File: config.mk
export PLATFORM = sky130hd
export DESIGN_NAME = utf8_stream_decoder
export DESIGN_NICKNAME = d
export VERILOG_FILES = /design/src/hw/rtl/u8sd_pkg.sv /design/src/hw/rtl/utf8_stream_decoder.sv /design/src/hw/rtl/u8sd_front.sv /design/src/hw/rtl/u8sd_fifo.sv /design/src/hw/rtl/u8sd_back.sv
export SDC_FILE = /design/constraint.sdc
export NUM_CORES = 1
export LEC_CHECK = 0
export BUFFER_PORTS_ARGS = -buffer_cell sky130_fd_sc_hd__buf_4
export CORE_MARGIN = 5
export CORE_UTILIZATION = 55
export DETAILED_ROUTE_END_ITERATION = 6
export PLACE_DENSITY = 0.84
export SYNTH_ARGS = -nofsm -noshare
export SYNTH_HDL_FRONTEND = slang
export SYNTH_SLANG_ARGS = --single-unit
File: constraint.sdc
create_clock -name clk -period 4.02 [get_ports clk]
set_input_delay 0.804 -clock clk [delete_from_list [all_inputs] [get_ports clk]]
set_output_delay 0.804 -clock clk [all_outputs]
set_load 0.03 [all_outputs]
File: src/hw/rtl/u8sd_pkg.sv
package u8sd_pkg;

  localparam int unsigned CpW = 21;

  localparam logic [7:0] LeadTwoLo   = 8'hC2;
  localparam logic [7:0] LeadTwoHi   = 8'hDF;
  localparam logic [7:0] LeadThreeLo = 8'hE0;
  localparam logic [7:0] LeadThreeHi = 8'hEF;
  localparam logic [7:0] LeadFourLo  = 8'hF0;
  localparam logic [7:0] LeadFourHi  = 8'hF4;
  localparam logic [7:0] LeadE0      = 8'hE0;
  localparam logic [7:0] LeadED      = 8'hED;
  localparam logic [7:0] LeadF0      = 8'hF0;
  localparam logic [7:0] LeadF4      = 8'hF4;
  localparam logic [7:0] ContLo      = 8'h80;
  localparam logic [7:0] ContHi      = 8'hBF;
  localparam logic [7:0] ContLoE0    = 8'hA0;
  localparam logic [7:0] ContHiED    = 8'h9F;
  localparam logic [7:0] ContLoF0    = 8'h90;
  localparam logic [7:0] ContHiF4    = 8'h8F;
  localparam logic [7:0] AsciiMax    = 8'h7F;
  localparam logic [7:0] EndByte     = 8'h00;

  localparam logic [CpW-1:0] ReplacementCp = 21'h00FFFD;

  typedef enum logic [1:0] {
    ST_VALID = 2'd0,
    ST_ERROR = 2'd1,
    ST_END   = 2'd2
  } status_t;

  typedef struct packed {
    logic [CpW-1:0] cp;
    status_t        st;
  } res_t;

  // one or two results caused by a single input byte
  typedef struct packed {
    res_t r0;
    res_t r1;
    logic two;
  } job_t;

endpackage

File: src/hw/rtl/utf8_stream_decoder.sv
// UTF-8 decoder, one byte per in_ transfer, results on out_ as 21-bit code
// points with a status kind (valid, malformed, end of string on byte 0). A
// byte is taken every cycle while the queue has room; the output carries one
// result per cycle while out_tready is high, so bytes that give two results
// (a failed continuation followed by its own decode, or a zero byte inside an
// open sequence) can outpace it; a four-entry queue between the decode and
// output stages absorbs them. Results pass the queue and a job register.
// cfg_data[0] selects U+FFFD (1, default) or zero (0) for error results.
module utf8_stream_decoder (
  input  logic        clk,
  input  logic        rst_n,
  input  logic        in_tvalid,
  output logic        in_tready,
  input  logic [7:0]  in_tdata,   // [7:0] in_byte
  output logic        out_tvalid,
  input  logic        out_tready,
  output logic [23:0] out_tdata,  // [20:0] code_point, [23:21] zero
  output logic [1:0]  out_tuser,  // [1:0] status
  output logic        out_tlast,
  input  logic        cfg_valid,
  output logic        cfg_ready,
  input  logic        cfg_data
);
  import u8sd_pkg::*;

  logic replace_r;
  logic q_push, q_not_full, q_pop, q_not_empty;
  job_t q_in, q_out;
  res_t res;

  assign cfg_ready = 1'b1;

  always_ff @(posedge clk) begin
    if (!rst_n) begin
      replace_r <= 1'b1;
    end else if (cfg_valid) begin
      replace_r <= cfg_data;
    end
  end

  u8sd_front u_front (
    .clk        (clk),
    .rst_n      (rst_n),
    .replace    (replace_r),
    .byte_valid (in_tvalid),
    .byte_in    (in_tdata),
    .q_ready    (q_not_full),
    .byte_ready (in_tready),
    .q_push     (q_push),
    .q_job      (q_in)
  );

  u8sd_fifo u_fifo (
    .clk       (clk),
    .rst_n     (rst_n),
    .push      (q_push),
    .push_job  (q_in),
    .not_full  (q_not_full),
    .pop       (q_pop),
    .not_empty (q_not_empty),
    .pop_job   (q_out)
  );

  u8sd_back u_back (
    .clk       (clk),
    .rst_n     (rst_n),
    .q_valid   (q_not_empty),
    .q_job     (q_out),
    .q_pop     (q_pop),
    .res_valid (out_tvalid),
    .res_ready (out_tready),
    .res       (res),
    .res_last  (out_tlast)
  );

  assign out_tdata = {3'b000, res.cp};
  assign out_tuser = res.st;

endmodule

File: src/hw/rtl/u8sd_front.sv
module u8sd_front (
  input  logic              clk,
  input  logic              rst_n,
  input  logic              replace,
  input  logic              byte_valid,
  input  logic [7:0]        byte_in,
  input  logic              q_ready,
  output logic              byte_ready,
  output logic              q_push,
  output u8sd_pkg::job_t    q_job
);
  import u8sd_pkg::*;

  typedef struct packed {
    logic           emit;
    res_t           res;
    logic [CpW-1:0] part;
    logic [1:0]     need;
    logic [7:0]     lo;
    logic [7:0]     hi;
  } lead_t;

  logic [CpW-1:0] part_r, part_nxt;
  logic [1:0]     need_r, need_nxt;
  logic [1:0]     seen_r, seen_nxt;
  logic [7:0]     lo_r, lo_nxt;
  logic [7:0]     hi_r, hi_nxt;

  logic           fire;
  logic [CpW-1:0] err_cp;
  lead_t          ld;
  logic [CpW-1:0] shifted;
  logic [1:0]     seen_inc;
  logic           in_bounds;

  // lead byte decode from a cleared sequence state
  function automatic lead_t lead_decode(input logic [7:0] b, input logic [CpW-1:0] ecp);
    lead_t l;
    l.emit   = 1'b0;
    l.res.cp = '0;
    l.res.st = ST_VALID;
    l.part   = '0;
    l.need   = 2'd0;
    l.lo     = ContLo;
    l.hi     = ContHi;
    if (b <= AsciiMax) begin
      l.emit   = 1'b1;
      l.res.cp = {{(CpW-8){1'b0}}, b};
    end else if (b >= LeadTwoLo && b <= LeadTwoHi) begin
      l.need = 2'd1;
      l.part = {{(CpW-5){1'b0}}, b[4:0]};
    end else if (b >= LeadThreeLo && b <= LeadThreeHi) begin
      l.need = 2'd2;
      l.part = {{(CpW-4){1'b0}}, b[3:0]};
      if (b == LeadE0) l.lo = ContLoE0;
      if (b == LeadED) l.hi = ContHiED;
    end else if (b >= LeadFourLo && b <= LeadFourHi) begin
      l.need = 2'd3;
      l.part = {{(CpW-3){1'b0}}, b[2:0]};
      if (b == LeadF0) l.lo = ContLoF0;
      if (b == LeadF4) l.hi = ContHiF4;
    end else begin
      l.emit   = 1'b1;
      l.res.cp = ecp;
      l.res.st = ST_ERROR;
    end
    return l;
  endfunction

  assign byte_ready = q_ready;
  assign fire       = byte_valid && q_ready;
  assign err_cp     = replace ? ReplacementCp : '0;
  assign ld         = lead_decode(byte_in, err_cp);
  assign shifted    = {part_r[CpW-7:0], byte_in[5:0]};
  assign seen_inc   = seen_r + 2'd1;
  assign in_bounds  = (byte_in >= lo_r) && (byte_in <= hi_r);

  always_comb begin
    part_nxt  = part_r;
    need_nxt  = need_r;
    seen_nxt  = seen_r;
    lo_nxt    = lo_r;
    hi_nxt    = hi_r;
    q_push    = 1'b0;
    q_job.r0  = '{cp: err_cp, st: ST_ERROR};
    q_job.r1  = '{cp: '0, st: ST_END};
    q_job.two = 1'b0;
    if (byte_in == EndByte) begin
      q_push   = fire;
      part_nxt = '0;
      need_nxt = 2'd0;
      seen_nxt = 2'd0;
      lo_nxt   = ContLo;
      hi_nxt   = ContHi;
      if (need_r != 2'd0) begin
        q_job.two = 1'b1;
      end else begin
        q_job.r0 = '{cp: '0, st: ST_END};
      end
    end else if (need_r == 2'd0 || !in_bounds) begin
      part_nxt = ld.part;
      need_nxt = ld.need;
      seen_nxt = 2'd0;
      lo_nxt   = ld.lo;
      hi_nxt   = ld.hi;
      if (need_r == 2'd0) begin
        q_push   = fire && ld.emit;
        q_job.r0 = ld.res;
      end else begin
        // bad continuation: error, then the byte again as a lead byte
        q_push    = fire;
        q_job.r1  = ld.res;
        q_job.two = ld.emit;
      end
    end else begin
      lo_nxt   = ContLo;
      hi_nxt   = ContHi;
      part_nxt = shifted;
      seen_nxt = seen_inc;
      if (seen_inc == need_r) begin
        q_push   = fire;
        q_job.r0 = '{cp: shifted, st: ST_VALID};
        part_nxt = '0;
        need_nxt = 2'd0;
        seen_nxt = 2'd0;
      end
    end
  end

  always_ff @(posedge clk) begin
    if (!rst_n) begin
      part_r <= '0;
      need_r <= 2'd0;
      seen_r <= 2'd0;
      lo_r   <= ContLo;
      hi_r   <= ContHi;
    end else if (fire) begin
      part_r <= part_nxt;
      need_r <= need_nxt;
      seen_r <= seen_nxt;
      lo_r   <= lo_nxt;
      hi_r   <= hi_nxt;
    end
  end

endmodule

File: src/hw/rtl/u8sd_fifo.sv
module u8sd_fifo (
  input  logic           clk,
  input  logic           rst_n,
  input  logic           push,
  input  u8sd_pkg::job_t push_job,
  output logic           not_full,
  input  logic           pop,
  output logic           not_empty,
  output u8sd_pkg::job_t pop_job
);
  import u8sd_pkg::*;

  localparam int unsigned Depth = 4;
  localparam int unsigned PtrW  = $clog2(Depth);

  job_t            mem_r [Depth];
  logic [PtrW-1:0] wptr_r, rptr_r;
  logic [PtrW:0]   cnt_r;
  logic            do_push, do_pop;

  assign not_full  = (cnt_r != Depth[PtrW:0]);
  assign not_empty = (cnt_r != '0);
  assign do_push   = push && not_full;
  assign do_pop    = pop && not_empty;
  assign pop_job   = mem_r[rptr_r];

  always_ff @(posedge clk) begin
    if (do_push) mem_r[wptr_r] <= push_job;
  end

  always_ff @(posedge clk) begin
    if (!rst_n) begin
      wptr_r <= '0;
      rptr_r <= '0;
      cnt_r  <= '0;
    end else begin
      if (do_push) wptr_r <= wptr_r + 1'b1;
      if (do_pop)  rptr_r <= rptr_r + 1'b1;
      unique case ({do_push, do_pop})
        2'b10:   cnt_r <= cnt_r + 1'b1;
        2'b01:   cnt_r <= cnt_r - 1'b1;
        default: cnt_r <= cnt_r;
      endcase
    end
  end

endmodule

File: src/hw/rtl/u8sd_back.sv
module u8sd_back (
  input  logic           clk,
  input  logic           rst_n,
  input  logic           q_valid,
  input  u8sd_pkg::job_t q_job,
  output logic           q_pop,
  output logic           res_valid,
  input  logic           res_ready,
  output u8sd_pkg::res_t res,
  output logic           res_last
);
  import u8sd_pkg::*;

  job_t job_r;
  logic valid_r;
  logic idx_r;
  logic done;

  // current job finishes on this transfer
  assign done      = res_valid && res_ready && (idx_r || !job_r.two);
  assign q_pop     = !valid_r || done;
  assign res_valid = valid_r;
  assign res       = idx_r ? job_r.r1 : job_r.r0;
  assign res_last  = idx_r || !job_r.two;

  always_ff @(posedge clk) begin
    if (q_pop && q_valid) job_r <= q_job;
  end

  always_ff @(posedge clk) begin
    if (!rst_n) begin
      valid_r <= 1'b0;
      idx_r   <= 1'b0;
    end else if (q_pop) begin
      valid_r <= q_valid;
      idx_r   <= 1'b0;
    end else if (res_ready) begin
      idx_r <= 1'b1;
    end
  end

endmodule

==> impl_metrics.yaml <==
run_status:
  status: "completed"
finish:
  stdcell_count: 784
  final_common_cell: "edfxtp_1"
  seq_area_mm2: 0.005917
  fillCellCount: 1043
  final_util: 0.6357
  drive_above_1_share: 0.2336
  syn2layout_area_growth_pct: 13.07
  final_cell_mix: "edfxtp_1 (175), buf_4 (50), nand2_1 (41), mux4_2 (35), dfxtp_1 (32)"
  multi_input_area_mm2: 0.002380
  fin_nets: 605
placed_design:
  numPortBuffers: 39
  dp.cells: 747
  dp_hpwl_um: 10670
  gp_congestion: 0.9147
sta:
  hold_viol: 0
  slew_viol_final: 0
  fin_crit_ns: 2.972
  setup_tns_ns: 0
  rsz0062_at_grt: "false"
  setup_viol: 0
  skew_ns: 0.01061
  max_freq_mhz: 336.5
  slew_headroom: 0.3989
  layout_worst_path_cycle_share: 0.7392
  worst_pin_slew_ns: 0.9004
detailed_routing:
  ant_nets: 0
  vias_per_cell: 6.036
  post-route-drc-count: 0
  vias: 4732
  finalWirelength_um: 17240
  wire_per_inst_um: 21.99
  firstDrtPassIters: 4
  drt_iter0_drc: 499
synth:
  ys_types: 59
  synth_edf_count: 175
  yosysWarningCount: 0
  synth-xor-area-share: 0.004099
  synth_compound_area_frac: 0.06427
  synth_cells: 542
  synth-main-ff-cell: "edfxtp_1"
  netlist_area_mm2: 0.008547
  synth_top_family_by_area: "multiplexers"
  ys_seq_area_frac: 0.6921
  synth.avg_cell_area_um2: 15.77
  synth_mux_area_frac: 0.1101
  synth_fa_ha_area_frac: 0.01552
  ys_async_sr_fraction: 0
  ys_ff_latch: 208
  yosys.area_share.simple: 0.08139
critical_path:
  rr_startpoint: "u_fifo.cnt_r[2]$_SDFFE_PN0P_"
  crit_start: "in_tdata[2]"
  worst_setup_path_end_kind: "register"
  arrival_ns: 3.38
  crit_path_top_delay_cell: "or4_4"
  critPathMaxStageDelay_ns: 0.57
  start_kind: "input pin"
  rr_worst_depth: 12
  path_max_fanout: 9
  cp_common_cell: "inv_1"
  path_cells: "buf_4 -> or4_4 -> o221ai_2 -> and3_1 -> a21oi_2 -> inv_1 -> ha_1 -> inv_1 -> fa_1 -> xor2_1 -> or3_1 -> a21boi_0"
  criticalPathCategory: "in -> reg"
  cp.required_ns: 4.43
floorplan:
  design.die.area_mm2: 0.01813
  core_area_mm2: 0.01520
  die_height_um: 134.7
  initial_core_util: 0.5622
  rows: 45
  chipWidth_um: 134.7
  io_pins: 44
power_and_ir_drop:
  p_leak_nw: 3.431
  ir_worst_vdd_mv: 0.3313
  pwr_density_cell_mw_per_mm2: 665.4
flow_run:
  maxCapViolCount: 0
clocking:
  cts_buffer_depth: 3
  cts_tree: "done"
  post_cts_resized: 0
  cts_hold_buf: 0
  root_buffer: "clkbuf_16"
  cts.clk_slew.worst_paths_ns: 0.07
  clock-sinks: 208
  cts_max_level: 1
  post_cts_buffers: 0
  cts_made_buffers: 20
  clk_latency_ns: 0.49
hold_path:
  worstHoldStart: "u_front.part_r[10]$_SDFFE_PN0P_"
  min_path_type: "reg -> reg"
  holdPathStages: 2
grt:
  grt_max_degree: 42
  antenna_found_initial: 1
  grtUsageTotal: 0.1934
  grt_pass1_wl_um: 27300
  overflow: 0
  grt_pass1_vias: 4887
metal layers:
layer  routed length [µm]  global-route usage  up-vias  part of all wire
met5                    0                   0        -                 0
met4                  546             0.06900        0             0.032
met3                  770             0.02422       35             0.045
met2                 9180              0.3460      164              0.53
met1                 6748              0.2436     2395              0.39
li1                     -                   -     2138                 -
registers in the layout (all words and copies together) (netlist names):
register / count
u_front.part_r: 15
u_front.need_r: 2
u_front.seen_r: 2
u_back.job_r: 35
u_fifo.rptr_r: 2
u_fifo.cnt_r: 3
u_back.idx_r: 1
u_back.res_valid: 1
u_fifo.mem_r: 140
u_fifo.wptr_r: 2
u_front.lo_r: 2
u_front.hi_r: 2
replace_r: 1
final cells by class:
class	count	area share
inverter	22	0.008545
timing repair buffer	50	0.03884
antenna	1	0.0002589
multi-input combinational	279	0.2462
sequential	208	0.6122
clock inverter	11	0.01476
tap	188	0.02434
clock buffer	25	0.05476
final timing paths:
| check | endpoint | slack, ns |
|---|---|---|
| max reg2reg | u_fifo.cnt_r[2]$_SDFFE_PN0P_ | 1.11 |
| max | u_fifo.cnt_r[2]$_SDFFE_PN0P_ | 1.05 |
| min | u_front.part_r[10]$_SDFFE_PN0P_ | 0.45 |
| min reg2reg | u_front.part_r[10]$_SDFFE_PN0P_ | 0.45 |
power breakdown:
part / switching (mW) / internal [mW] / total, mW
sequential: 0.143 / 2.78 / 2.93
clock: 0.763 / 1.13 / 1.90
combinational: 0.950 / 0.658 / 1.61
worst max-delay path, delay by kind of cell:
kind / cells / cell delay (ns)
buffers and inverters: 3 / 0.29
and+or+nand+nor: 3 / 1.11
xor gates and xnor gates: 1 / 0.16
AOI/OAI and AO/OA: 3 / 0.47
adders and majority gates: 2 / 0.55
through the flow:
step                      total power, mW  instance area [µm²]  setup WS (ns)  hold slack [ns]
final                               6.430                 9664          1.048           0.4466
after global routing                6.699                 9664         0.8711           0.4671
after CTS                           6.496                 9662          1.071           0.4489
after detailed placement            4.587                 8990         0.5649           0.4416
after global placement              4.518                 8990         0.6582           0.4351
after floorplan                     4.057                 8558         0.5107           0.4263
cells in the mapped netlist, types with 2 or more instances:
cell | n | share of area
edfxtp_1 | 175 | 0.61
nand2_1 | 41 | 0.018
mux4_2 | 35 | 0.092
dfxtp_1 | 33 | 0.077
inv_1 | 21 | 0.0092
nor2_1 | 20 | 0.0088
clkbuf_1 | 19 | 0.0083
a21o_1 | 15 | 0.013
nand4_1 | 14 | 0.010
o21ai_0 | 14 | 0.0082
a21boi_1 | 12 | 0.011
a21oi_1 | 12 | 0.0070
and2_1 | 11 | 0.0081
and3_1 | 10 | 0.0073
mux2_2 | 10 | 0.013
ha_1 | 9 | 0.013
nand3_1 | 9 | 0.0053
buf_2 | 6 | 0.0035
nor2b_1 | 6 | 0.0044
a21boi_0 | 5 | 0.0044
buf_4 | 5 | 0.0044
nor3_1 | 5 | 0.0029
buf_6 | 4 | 0.0053
mux2i_1 | 4 | 0.0047
a32o_1 | 3 | 0.0035
nand3b_1 | 3 | 0.0026
o21ai_1 | 3 | 0.0018
a41o_1 | 2 | 0.0023
conb_1 | 2 | 0.00088
nand2b_1 | 2 | 0.0015
nand4b_1 | 2 | 0.0020
xnor2_1 | 2 | 0.0020
xor2_1 | 2 | 0.0020
cell families (layout without fill, tap and decap cells):
group | count (synthesis) | after routing
DFF | 208 | 208
and+or+nand+nor | 133 | 133
AOI/OAI and AO/OA | 79 | 79
buffers and inverters | 57 | 108
muxes | 49 | 49
adders and majority gates | 10 | 10
xor gates and xnor gates | 4 | 4
other | 2 | 5
Power figures use the tool's default switching activity.
